--- src/rtl/lcs_pkg.sv ---
package lcs_pkg;

  localparam int NUM_WORKERS_DEF = 4;

  localparam int IDX_W      = 32;  // loop indices and chunk bounds
  localparam int STEP_W     = 16;
  localparam int ITER_W     = 16;
  localparam int MODE_W     = 2;
  localparam int ID_W       = 2;
  localparam int CNT_W      = 16;
  localparam int CFG_IDX_W  = 3;
  localparam int CFG_DATA_W = 32;

  // 2*(end - cursor) + step*workers always fits in 34 bits
  localparam int OPA_W      = 34;
  localparam int SLOT_W_DEF = STEP_W + $clog2(NUM_WORKERS_DEF) + 1;

  // register indexes
  localparam logic [CFG_IDX_W-1:0] REG_LOOP_START  = 3'd0;
  localparam logic [CFG_IDX_W-1:0] REG_LOOP_STEP   = 3'd1;
  localparam logic [CFG_IDX_W-1:0] REG_LOOP_END    = 3'd2;
  localparam logic [CFG_IDX_W-1:0] REG_CHUNK_ITERS = 3'd3;
  localparam logic [CFG_IDX_W-1:0] REG_SCHED_MODE  = 3'd4;

  // schedule modes
  localparam logic [MODE_W-1:0] MODE_STATIC  = 2'd0;
  localparam logic [MODE_W-1:0] MODE_DYNAMIC = 2'd1;
  localparam logic [MODE_W-1:0] MODE_GUIDED  = 2'd2;

  typedef struct packed {
    logic [ID_W-1:0]  thread_id;
    logic [CNT_W-1:0] request_count;
  } lcs_in_t;

  typedef struct packed {
    logic [IDX_W-1:0] chunk_start;
    logic [IDX_W-1:0] chunk_end;
    logic             finished;
  } lcs_out_t;

  typedef enum logic {
    MDU_MUL,
    MDU_DIV
  } mdu_op_t;

  typedef struct packed {
    logic    start;
    mdu_op_t op;
  } mdu_req_t;

endpackage

--- src/rtl/lcs_mdu.sv ---
module lcs_mdu #(
  parameter int AW = lcs_pkg::OPA_W,
  parameter int BW = lcs_pkg::SLOT_W_DEF
) (
  input  logic               clk,
  input  logic               rst_n,
  input  lcs_pkg::mdu_req_t  req,
  input  logic [AW-1:0]      opa,
  input  logic [BW-1:0]      opb,
  output logic               done,
  output logic [AW+BW-1:0]   prod,
  output logic [AW-1:0]      quot
);
  import lcs_pkg::*;

  localparam int CW = $clog2(AW);

  logic          busy_r;
  logic          done_r;
  mdu_op_t       op_r;
  logic [AW-1:0] a_r;
  logic [BW-1:0] b_r;
  logic [AW:0]   acc_r;
  logic [AW:0]   acc_nxt;
  logic [AW-1:0] sh_r;
  logic [AW-1:0] sh_nxt;
  logic [CW-1:0] cnt_r;
  logic [AW:0]   trial;
  logic [AW:0]   opx;
  logic [AW:0]   opy;
  logic          sub;
  logic [AW+1:0] sum;
  logic [2*AW:0] cat;

  // one adder: shift-add for multiply, trial subtract for restoring divide
  always_comb begin
    trial = {acc_r[AW-1:0], sh_r[AW-1]};
    sub   = (op_r == MDU_DIV);
    opx   = sub ? trial : acc_r;
    opy   = sub ? (AW+1)'(b_r) : (sh_r[0] ? {1'b0, a_r} : '0);
    sum   = {1'b0, opx} + ({1'b0, opy} ^ {(AW+2){sub}}) + (AW+2)'(sub);
    if (sub) begin
      acc_nxt = sum[AW+1] ? trial : sum[AW:0];
      sh_nxt  = {sh_r[AW-2:0], ~sum[AW+1]};
    end else begin
      acc_nxt = {1'b0, sum[AW:1]};
      sh_nxt  = {sum[0], sh_r[AW-1:1]};
    end
  end

  always_ff @(posedge clk) begin
    if (!rst_n) begin
      busy_r <= 1'b0;
      done_r <= 1'b0;
    end else begin
      done_r <= 1'b0;
      if (req.start) begin
        busy_r <= 1'b1;
      end else if (busy_r && cnt_r == '0) begin
        busy_r <= 1'b0;
        done_r <= 1'b1;
      end
    end
  end

  always_ff @(posedge clk) begin
    if (req.start) begin
      op_r  <= req.op;
      a_r   <= opa;
      b_r   <= opb;
      acc_r <= '0;
      sh_r  <= (req.op == MDU_MUL) ? AW'(opb) : opa;
      cnt_r <= (req.op == MDU_MUL) ? CW'(BW-1) : CW'(AW-1);
    end else if (busy_r) begin
      acc_r <= acc_nxt;
      sh_r  <= sh_nxt;
      cnt_r <= cnt_r - CW'(1);
    end
  end

  assign cat  = {acc_r, sh_r};
  assign prod = cat[AW-BW +: AW+BW];
  assign quot = sh_r;
  assign done = done_r;

endmodule

--- src/rtl/loop_chunk_scheduler.sv ---
// Static requests run two multiplies (span, offset), dynamic one (step * size), guided a divide
//   and a multiply, all on the shared unit, BW = 17 + clog2(NUM_WORKERS) (19 at four workers);
//   an exhausted loop or unused mode goes straight to the output state.
// One request in flight; the next is taken once the block is back in idle after the result is
// loaded, so throughput is set by the shared bit-serial multiply/divide unit.
// Synchronous active-low reset: registers to their reset values, cursor 0.
module loop_chunk_scheduler #(
  parameter int NUM_WORKERS = lcs_pkg::NUM_WORKERS_DEF
) (
  input  logic                              clk,
  input  logic                              rst_n,
  input  logic                              in_valid,
  output logic                              in_stall,
  input  lcs_pkg::lcs_in_t                  in_data,
  output logic                              out_valid,
  input  logic                              out_stall,
  output lcs_pkg::lcs_out_t                 out_data,
  input  logic                              cfg_valid,
  output logic                              cfg_ready,
  input  logic [lcs_pkg::CFG_IDX_W-1:0]     cfg_index,
  input  logic [lcs_pkg::CFG_DATA_W-1:0]    cfg_data
);
  import lcs_pkg::*;

  // operand widths of the shared unit
  localparam int AW = OPA_W;                          // multiplicand / dividend
  localparam int DW = STEP_W + $clog2(NUM_WORKERS);   // step * workers
  localparam int BW = DW + 1;                         // multiplier / divisor / slot
  localparam int PW = AW + BW;                        // product
  localparam int XW = PW + 1;                         // unclamped bound

  typedef enum logic [3:0] {
    S_IDLE,
    S_CS_GO,      // chunk span = iterations * step
    S_CS_WAIT,
    S_SLOT_GO,    // offset = slot * span
    S_SLOT_WAIT,
    S_SBOUND,     // clamp static start, form raw end
    S_REM,        // guided: remaining = end - cursor
    S_NUM,        // numerator 2*remaining + d
    S_DIV_GO,     // divide by 2*d
    S_DIV_WAIT,
    S_SIZE,       // max(chunk_iterations, quotient)
    S_GROW_GO,    // step * size
    S_GROW_WAIT,
    S_END,        // clamp end, advance cursor in the shared modes
    S_OUT
  } state_t;

  state_t             state_r;

  // configuration
  logic [IDX_W-1:0]   loop_start_r;
  logic [STEP_W-1:0]  loop_step_r;
  logic [IDX_W-1:0]   loop_end_r;
  logic [ITER_W-1:0]  chunk_iter_r;
  logic [MODE_W-1:0]  mode_r;
  logic [IDX_W-1:0]   cursor_r;

  // working registers
  logic [BW-1:0]      slot_r;
  logic [IDX_W-1:0]   cs_r;
  logic [AW-1:0]      num_r;
  logic [AW-1:0]      size_r;
  logic [XW-1:0]      big_r;
  logic [IDX_W-1:0]   start_r;
  logic [IDX_W-1:0]   end_r;

  logic               out_valid_r;
  lcs_out_t           out_data_r;

  // combinational helpers
  logic [STEP_W-1:0]  step_eff;
  logic [DW-1:0]      d_w;
  logic [BW-1:0]      slot_w;
  logic [IDX_W-1:0]   bound;

  // shared unit
  mdu_req_t           mdu_req;
  logic [AW-1:0]      mdu_a;
  logic [BW-1:0]      mdu_b;
  logic               mdu_done;
  logic [PW-1:0]      mdu_prod;
  logic [AW-1:0]      mdu_quot;

  function automatic logic [IDX_W-1:0] clamp_idx(input logic [XW-1:0]    v,
                                                 input logic [IDX_W-1:0] lim);
    clamp_idx = (v > XW'(lim)) ? lim : v[IDX_W-1:0];
  endfunction

  // zero step behaves as one everywhere
  assign step_eff = (loop_step_r == '0) ? STEP_W'(1) : loop_step_r;
  assign d_w      = DW'(DW'(step_eff) * DW'(NUM_WORKERS));
  // static slot; thread ids at or above the worker count are used as given
  assign slot_w   = BW'(BW'(in_data.request_count) * BW'(NUM_WORKERS))
                  + BW'(in_data.thread_id);
  assign bound    = clamp_idx(big_r, loop_end_r);

  // operand steering: the unit latches its operands on the start cycle
  always_comb begin
    mdu_req = '{start: 1'b0, op: MDU_MUL};
    mdu_a   = '0;
    mdu_b   = '0;
    unique case (state_r)
      S_CS_GO: begin
        mdu_req = '{start: 1'b1, op: MDU_MUL};
        mdu_a   = AW'(chunk_iter_r);
        mdu_b   = BW'(step_eff);
      end
      S_SLOT_GO: begin
        mdu_req = '{start: 1'b1, op: MDU_MUL};
        mdu_a   = AW'(cs_r);
        mdu_b   = slot_r;
      end
      S_DIV_GO: begin
        // round half up: (2*rem + d) / (2*d)
        mdu_req = '{start: 1'b1, op: MDU_DIV};
        mdu_a   = num_r;
        mdu_b   = {d_w, 1'b0};
      end
      S_GROW_GO: begin
        mdu_req = '{start: 1'b1, op: MDU_MUL};
        mdu_a   = size_r;
        mdu_b   = BW'(step_eff);
      end
      default: ;
    endcase
  end

  lcs_mdu #(
    .AW (AW),
    .BW (BW)
  ) u_mdu (
    .clk   (clk),
    .rst_n (rst_n),
    .req   (mdu_req),
    .opa   (mdu_a),
    .opb   (mdu_b),
    .done  (mdu_done),
    .prod  (mdu_prod),
    .quot  (mdu_quot)
  );

  always_ff @(posedge clk) begin
    if (!rst_n) begin
      state_r      <= S_IDLE;
      out_valid_r  <= 1'b0;
      cursor_r     <= '0;
      loop_start_r <= '0;
      loop_step_r  <= STEP_W'(1);
      loop_end_r   <= '0;
      chunk_iter_r <= ITER_W'(1);
      mode_r       <= MODE_STATIC;
    end else begin
      // result taken downstream; S_OUT handles its own refill
      if (out_valid_r && !out_stall && state_r != S_OUT) begin
        out_valid_r <= 1'b0;
      end

      unique case (state_r)
        S_IDLE: begin
          if (in_valid && !in_stall) begin
            slot_r  <= slot_w;
            start_r <= cursor_r;
            size_r  <= AW'(chunk_iter_r);
            unique case (mode_r) inside
              MODE_STATIC: begin
                state_r <= S_CS_GO;
              end
              MODE_DYNAMIC, MODE_GUIDED: begin
                if (cursor_r >= loop_end_r) begin
                  // loop exhausted: empty chunk, cursor parks at the end
                  start_r  <= loop_end_r;
                  end_r    <= loop_end_r;
                  cursor_r <= loop_end_r;
                  state_r  <= S_OUT;
                end else if (mode_r == MODE_GUIDED) begin
                  state_r <= S_REM;
                end else begin
                  state_r <= S_GROW_GO;
                end
              end
              default: begin
                // unused mode: empty chunk, nothing else moves
                start_r <= loop_end_r;
                end_r   <= loop_end_r;
                state_r <= S_OUT;
              end
            endcase
          end
        end
        S_CS_GO: state_r <= S_CS_WAIT;
        S_CS_WAIT: begin
          if (mdu_done) begin
            cs_r    <= mdu_prod[IDX_W-1:0];
            state_r <= S_SLOT_GO;
          end
        end
        S_SLOT_GO: state_r <= S_SLOT_WAIT;
        S_SLOT_WAIT: begin
          if (mdu_done) begin
            big_r   <= XW'(loop_start_r) + XW'(mdu_prod);
            state_r <= S_SBOUND;
          end
        end
        S_SBOUND: begin
          // start saturates at the loop end, raw end is start + span
          start_r <= bound;
          big_r   <= big_r + XW'(cs_r);
          state_r <= S_END;
        end
        S_REM: begin
          num_r   <= AW'(loop_end_r - cursor_r);
          state_r <= S_NUM;
        end
        S_NUM: begin
          num_r   <= {num_r[AW-2:0], 1'b0} + AW'(d_w);
          state_r <= S_DIV_GO;
        end
        S_DIV_GO: state_r <= S_DIV_WAIT;
        S_DIV_WAIT: begin
          if (mdu_done) begin
            state_r <= S_SIZE;
          end
        end
        S_SIZE: begin
          if (mdu_quot > size_r) begin
            size_r <= mdu_quot;
          end
          state_r <= S_GROW_GO;
        end
        S_GROW_GO: state_r <= S_GROW_WAIT;
        S_GROW_WAIT: begin
          if (mdu_done) begin
            big_r   <= XW'(cursor_r) + XW'(mdu_prod);
            state_r <= S_END;
          end
        end
        S_END: begin
          end_r <= bound;
          if (mode_r != MODE_STATIC) begin
            cursor_r <= bound;
          end
          state_r <= S_OUT;
        end
        S_OUT: begin
          // output register frees the front end as soon as it is loaded
          if (!out_valid_r || !out_stall) begin
            out_valid_r            <= 1'b1;
            out_data_r.chunk_start <= start_r;
            out_data_r.chunk_end   <= end_r;
            out_data_r.finished    <= (start_r == end_r);
            state_r                <= S_IDLE;
          end
        end
        default: state_r <= S_IDLE;
      endcase

      // register writes arrive only while idle, and hold off new requests
      if (cfg_valid && cfg_ready) begin
        unique case (cfg_index)
          REG_LOOP_START: begin
            loop_start_r <= cfg_data[IDX_W-1:0];
            cursor_r     <= cfg_data[IDX_W-1:0];
          end
          REG_LOOP_STEP:   loop_step_r  <= cfg_data[STEP_W-1:0];
          REG_LOOP_END:    loop_end_r   <= cfg_data[IDX_W-1:0];
          REG_CHUNK_ITERS: chunk_iter_r <= cfg_data[ITER_W-1:0];
          REG_SCHED_MODE:  mode_r       <= cfg_data[MODE_W-1:0];
          default: ;
        endcase
      end
    end
  end

  assign in_stall  = !rst_n || (state_r != S_IDLE) || cfg_valid;
  assign cfg_ready = rst_n && (state_r == S_IDLE);
  assign out_valid = out_valid_r;
  assign out_data  = out_data_r;

endmodule

--- config.mk ---
export PLATFORM = sky130hd
export DESIGN_NAME = loop_chunk_scheduler
export DESIGN_NICKNAME = d
export VERILOG_FILES = /design/src/rtl/lcs_pkg.sv /design/src/rtl/lcs_mdu.sv /design/src/rtl/loop_chunk_scheduler.sv
export SDC_FILE = /design/constraint.sdc
export NUM_CORES = 2
export LEC_CHECK = 0
export BUFFER_PORTS_ARGS = -buffer_cell sky130_fd_sc_hd__buf_2
export CAP_MARGIN = 40
export CORE_ASPECT_RATIO = 0.8
export CORE_MARGIN = 5
export CORE_UTILIZATION = 45
export DETAILED_ROUTE_END_ITERATION = 7
export PLACE_DENSITY = 0.68
export SLEW_MARGIN = 10
export SYNTH_ARGS = -nofsm -noshare
export SYNTH_HDL_FRONTEND = slang
export SYNTH_SLANG_ARGS = --single-unit
--- constraint.sdc ---
create_clock -name clk -period 16.72 [get_ports clk]
set_input_delay 3.344 -clock clk [delete_from_list [all_inputs] [get_ports clk]]
set_output_delay 3.344 -clock clk [all_outputs]
set_load 0.02 [all_outputs]
# Yosys cells after proc, flatten, opt, wreduce, memory -nomap -nowiden
# Index checks and enable logic that the tools add are counted.
[word_totals]
mem_bits_rw = 0
mem_count = 0
regBits = 568
mem_bits_ro = 0
latchBits = 0
[classes]
mux = 54
div = 0
n_addsub = 9
shifts = 0
reduce_logical = 45
eq_ne = 31
magnitude_cmp = 3
n_mul = 0
n_bitwise = 3
[ops]
columns = ["operator", "n"]
rows = [
  ["32-bit two-way mux", 10],
  ["32-bit one-hot mux with 2 select lines", 5],
  ["34-bit two-way mux", 7],
  ["54-bit one-hot mux with 3 select lines", 1],
  ["35-bit two-way mux", 4],
  ["34-bit one-hot mux with 2 select lines", 2],
  ["34-bit one-hot mux with 4 select lines", 1],
  ["32-bit by 53-bit adder with 54-bit output", 2],
  ["54-bit two-way mux", 2],
  ["4-bit one-hot mux with 15 select lines", 1],
  ["19-bit one-hot mux with 3 select lines", 1],
  ["54-bit by 32-bit adder with 54-bit output", 1],
  ["54-bit by 32-bit > comparator with 1-bit output", 1],
  ["35-bit by 36-bit adder with 36-bit output", 1],
  ["36-bit by 1-bit adder with 36-bit output", 1],
  ["35-bit by 36-bit XOR with 36-bit output", 1],
  ["34-bit by 18-bit adder with 34-bit output", 1],
  ["34-bit > comparator", 1],
  ["32-bit by 32-bit subtractor with 33-bit output", 1],
  ["32-bit == test", 1],
  ["32-bit >= comparator", 1],
  ["4-bit two-way mux", 8],
  ["4-bit == test, second input constant", 7],
  ["18-bit by 2-bit adder with 19-bit output", 1],
  ["other kinds (37)", 83],
]

# Depth between registers and ports, before layout
[logic_depth]
depth_word = 9
mapped_depth = 20
ltp_nobuf = 15

# Modules after synthesis
# A second synthesis with hierarchy kept.
[hier_totals]
hier_cells = 3989
area_unflattened_um2 = 37357.1
[modules_own_cells]
columns = ["module", "cells_each", "area_per_inst_um2", "n_inst"]
rows = [
  ["loop_chunk_scheduler", 3018, 28482.3, 1],
  ["lcs_mdu", 971, 8874.8, 1],
]

# Worst setup path before layout
# Ideal clock, no wire load.
[synth_path]
path_type = "input port to flip-flop"
startpoint = "in rst_n"
endpoint = "reg out_data_r (netlist bit out_data[0]) (enable)"
arrival_ns = 8.717
required_ns = 16.138
path_slack_ns = 7.422
stages = 4
setup_ns = 0.582
cell_sequence = "clkbuf_1 > clkbuf_1 > nand2_1 > nor3b_1"
[synth_between]
elab_chain_cells = 1
[synth_lines]
columns = ["element", "line", "source"]
rows = [
  ["start: declaration", "loop_chunk_scheduler.sv:11", "input logic rst_n,"],
  ["3-bit AND reduction (no line)", "--", ""],
  ["end: declaration", "loop_chunk_scheduler.sv:70", "lcs_out_t out_data_r;"],
]
# Every way passes these cells.
# A chain may end at the register's enable or synchronous reset.

# Worst setup path after layout
[layout_path]
startpoint = "in rst_n"
endpoint = "out in_stall"
[layout_between]
elab_chain_cells = 3
[layout_lines]
columns = ["element", "line", "source"]
rows = [
  ["1-bit zero test", "--", ""],
  ["1-bit logical OR (2 in a row)", "loop_chunk_scheduler.sv:276", "assign in_stall = !rst_n || (state_r != S_IDLE) || cfg_valid;"],
  ["end: declaration", "loop_chunk_scheduler.sv:13", "output logic in_stall,"],
]
# Every way passes these cells.

==> results.md <==
* Clk sinks at 567
* Drt drc at 0
* RSZ-0062 raised after global routing: false
* Most frequent cells in the layout: nand2_1 (564), edfxtp_1 (395), a21oi_1 (243), o21ai_0 (216), ha_1 (216)
* Clk Latency, worst-skew pair at 0.66 ns
* Layout cells sized above 1 at 11.0%
* Post-Synth Adder-Cell Area at 7.80%
* Maxcap violations at 0
* Cell Pwr Density at 131 nW/um^2
* Vias in the first global route at 27700
* Post-synthesis mux area share at 4.96%
* Mean cell area of the mapped netlist at 9.42 um^2
* Worst-path fanout max at 45
* IO Pins at 126
* Number of CTS-inserted buffers at 58
* Post-cts repair resize count at 0
* Post-synth net total at 4095
* Cts hold-fix bufs at 0
* Clock root buffer: clkbuf_16
* #FFs+latches synth at 567
* H-tree depth at 2
* Total global routing overflow at 0
* Largest family of logic cells by synthesized area: compound AO/OA/AOI/OAI gates
* Critical path arrival at 4.31 ns
* Core area at 79000 um^2
* Critical Path RT at 13.38 ns
* CTS max path bufs at 3
* HPWL Detailed at 83000 um
* First-pass DRT Iterations at 8
* Status: complete, no violations
* Pre-CTS WS at 9.05 ns
* First-pass GRT wire length at 170000 um
* Drt wl/cell at 22.6 um
* P&R area growth vs syn at 10.2%
* Vias at 30100
* Post-CTS Setup Repair Bufs at 0
* Largest net degree at the start of global routing at 132
* Final Worst Setup Slack at 9.07 ns
* Hold path cells at 2
* Final setup fails at 0
* Crit path time final at 7.65 ns
* ANT nets after route at 0
* Routed WL at 112000 um
* Reg clk slew, reported paths at 0.06 ns
* Crit Path Category: in -> out
* Reg2reg path depth at 16
* Drt via density at 6.10
* Compound-gate portion of the synthesized area at 20.6%
* Hold crit path type: reg -> reg
* Clk_skew at 0.0281 ns
* DRT iter0 DRCs at 4198
* FMAX at 131 MHz
* Synth Flop Type: edfxtp_1
* Initial Util at 45.5%
* Commonest non-fill, non-tap cell in the layout: nand2_1
* Die height at 263 um
* EDFF count, synth at 395
* Mapped Area at 35900 um^2
* Worst Tran Pin Value at 0.911 ns
* Yosys cell types at 92
* Die area at 85700 um^2
* # nets final at 4137
* TNS Setup at 0 ns
* Slew Limit Headroom at 38.6%
* Final GP Congestion at 0.936
* Die extent in x at 326 um
* Xor-xnor portion of the synthesized cell area at 5.07%
* CTS tree: built
* Final hold violation count at 0
* Total leakage power at 15.4 nW
* Final period utilization at 45.8%
* Worst setup EP type: primary output
* Post-Syn Instances at 3816
* Num rows at 92
* Yosys Warn Count at 0
* Post-Synth Simple-Gate Area at 15.0%
* Port Buffer Count at 125
* Worst vdd ir at 137 uV
* Asr flop ratio synth at 0%
* Seq/Total Area, Yosys at 42.6%
* Initial antenna violation count at 5
* Fin. max-slew vios at 0
* CP Launch Type: input port
* GRT Util Overall at 25.2%
stage by stage:
step	hold WS (ns)	area [um^2]	power, W	std cells	util, %
2_1_floorplan	0.441	35900	0.00320	3816	-
3_3_place_gp	0.446	37600	0.00376	4826	47.6
3_5_place_dp	0.454	37600	0.00379	4830	47.7
4_1_cts	0.463	39600	0.00515	4940	50.1
5_1_grt	0.480	39600	0.00546	4942	50.2
6_report	0.462	39600	0.00518	4944	50.2
power by group:
group,internal [W],switching [W]
sequential,0.00175,0.000231
combinational,0.000688,0.00115
clock,0.000762,0.000598
critical path: stages:
cell,delay [ns]
buf_4,0.36
and3_1,0.33
nand2b_1,0.10
buf_2,0.17
worst paths after layout:
path,slack [ns],start,end
worst max-delay path,9.07,rst_n,in_stall
worst min-delay path,0.46,loop_start_r[9],loop_start_r[9]
worst max register to register,10.96,state_r[2],big_r[38]
worst min register to register,0.46,loop_start_r[9],loop_start_r[9]
metal layers:
layer  part of all wire (%)  routed length, um  GRT usage (%)  up-vias
met4                    2.5               2840           6.20        4
met1                     45              50500           37.9    14300
met5                  0.019                 21              0        -
met3                     12              13600           7.49      171
li1                       -                  -              -    14100
met2                     40              45000           35.4     1503
registers in the layout (all words and copies together), names as in the netlist, 18 cells and up:
| signal | flops |
|---|---|
| u_mdu.quot | 34 |
| slot_r | 18 |
| loop_end_r | 32 |
| out_data | 65 |
| u_mdu.b_r | 19 |
| loop_start_r | 32 |
| start_r | 32 |
| big_r | 54 |
| u_mdu.acc_r | 35 |
| num_r | 34 |
| u_mdu.a_r | 34 |
| cursor_r | 32 |
| end_r | 32 |
| size_r | 34 |
| cs_r | 32 |
final cells by class:
class / count / area [um^2]
fill: 7311 / 39400
clock inverter: 33 / 349
antenna: 2 / 5.00
sequential: 567 / 15300
clock buffer: 77 / 1590
inverter: 169 / 636
timing repair buffer: 186 / 1120
multi-input combinational: 2876 / 19300
tap: 1034 / 1290
synthesized netlist by cell type, types with 47 or more instances:
| cell | count | area share [%] |
|---|---|---|
| a21boi_0 | 90 | 1.9 |
| a21o_1 | 94 | 2.0 |
| a21oi_1 | 245 | 3.4 |
| and3_1 | 85 | 1.5 |
| clkbuf_1 | 164 | 1.7 |
| dfxtp_1 | 172 | 9.6 |
| edfxtp_1 | 395 | 33 |
| ha_1 | 216 | 7.5 |
| inv_1 | 166 | 1.7 |
| mux2_2 | 81 | 2.5 |
| mux2i_1 | 87 | 2.4 |
| nand2_1 | 565 | 5.9 |
| nand3_1 | 68 | 0.95 |
| nand4_1 | 68 | 1.2 |
| nor2_1 | 175 | 1.8 |
| o21a_1 | 58 | 1.2 |
| o21ai_0 | 216 | 3.0 |
| o21ai_1 | 47 | 0.65 |
| xnor2_1 | 88 | 2.1 |
| xor2_1 | 120 | 2.9 |
cell families (layout without fill, tap and decap cells):
group | count (synthesis) | after routing
and+or+nand+nor | 1169 | 1169
AOI/OAI and AO/OA | 1110 | 1110
DFF | 567 | 567
buffers and inverters | 373 | 465
adders and majority gates | 221 | 221
xor gates and xnor gates | 208 | 208
muxes | 168 | 168
other | 0 | 2
Power figures use the tool's default switching activity.
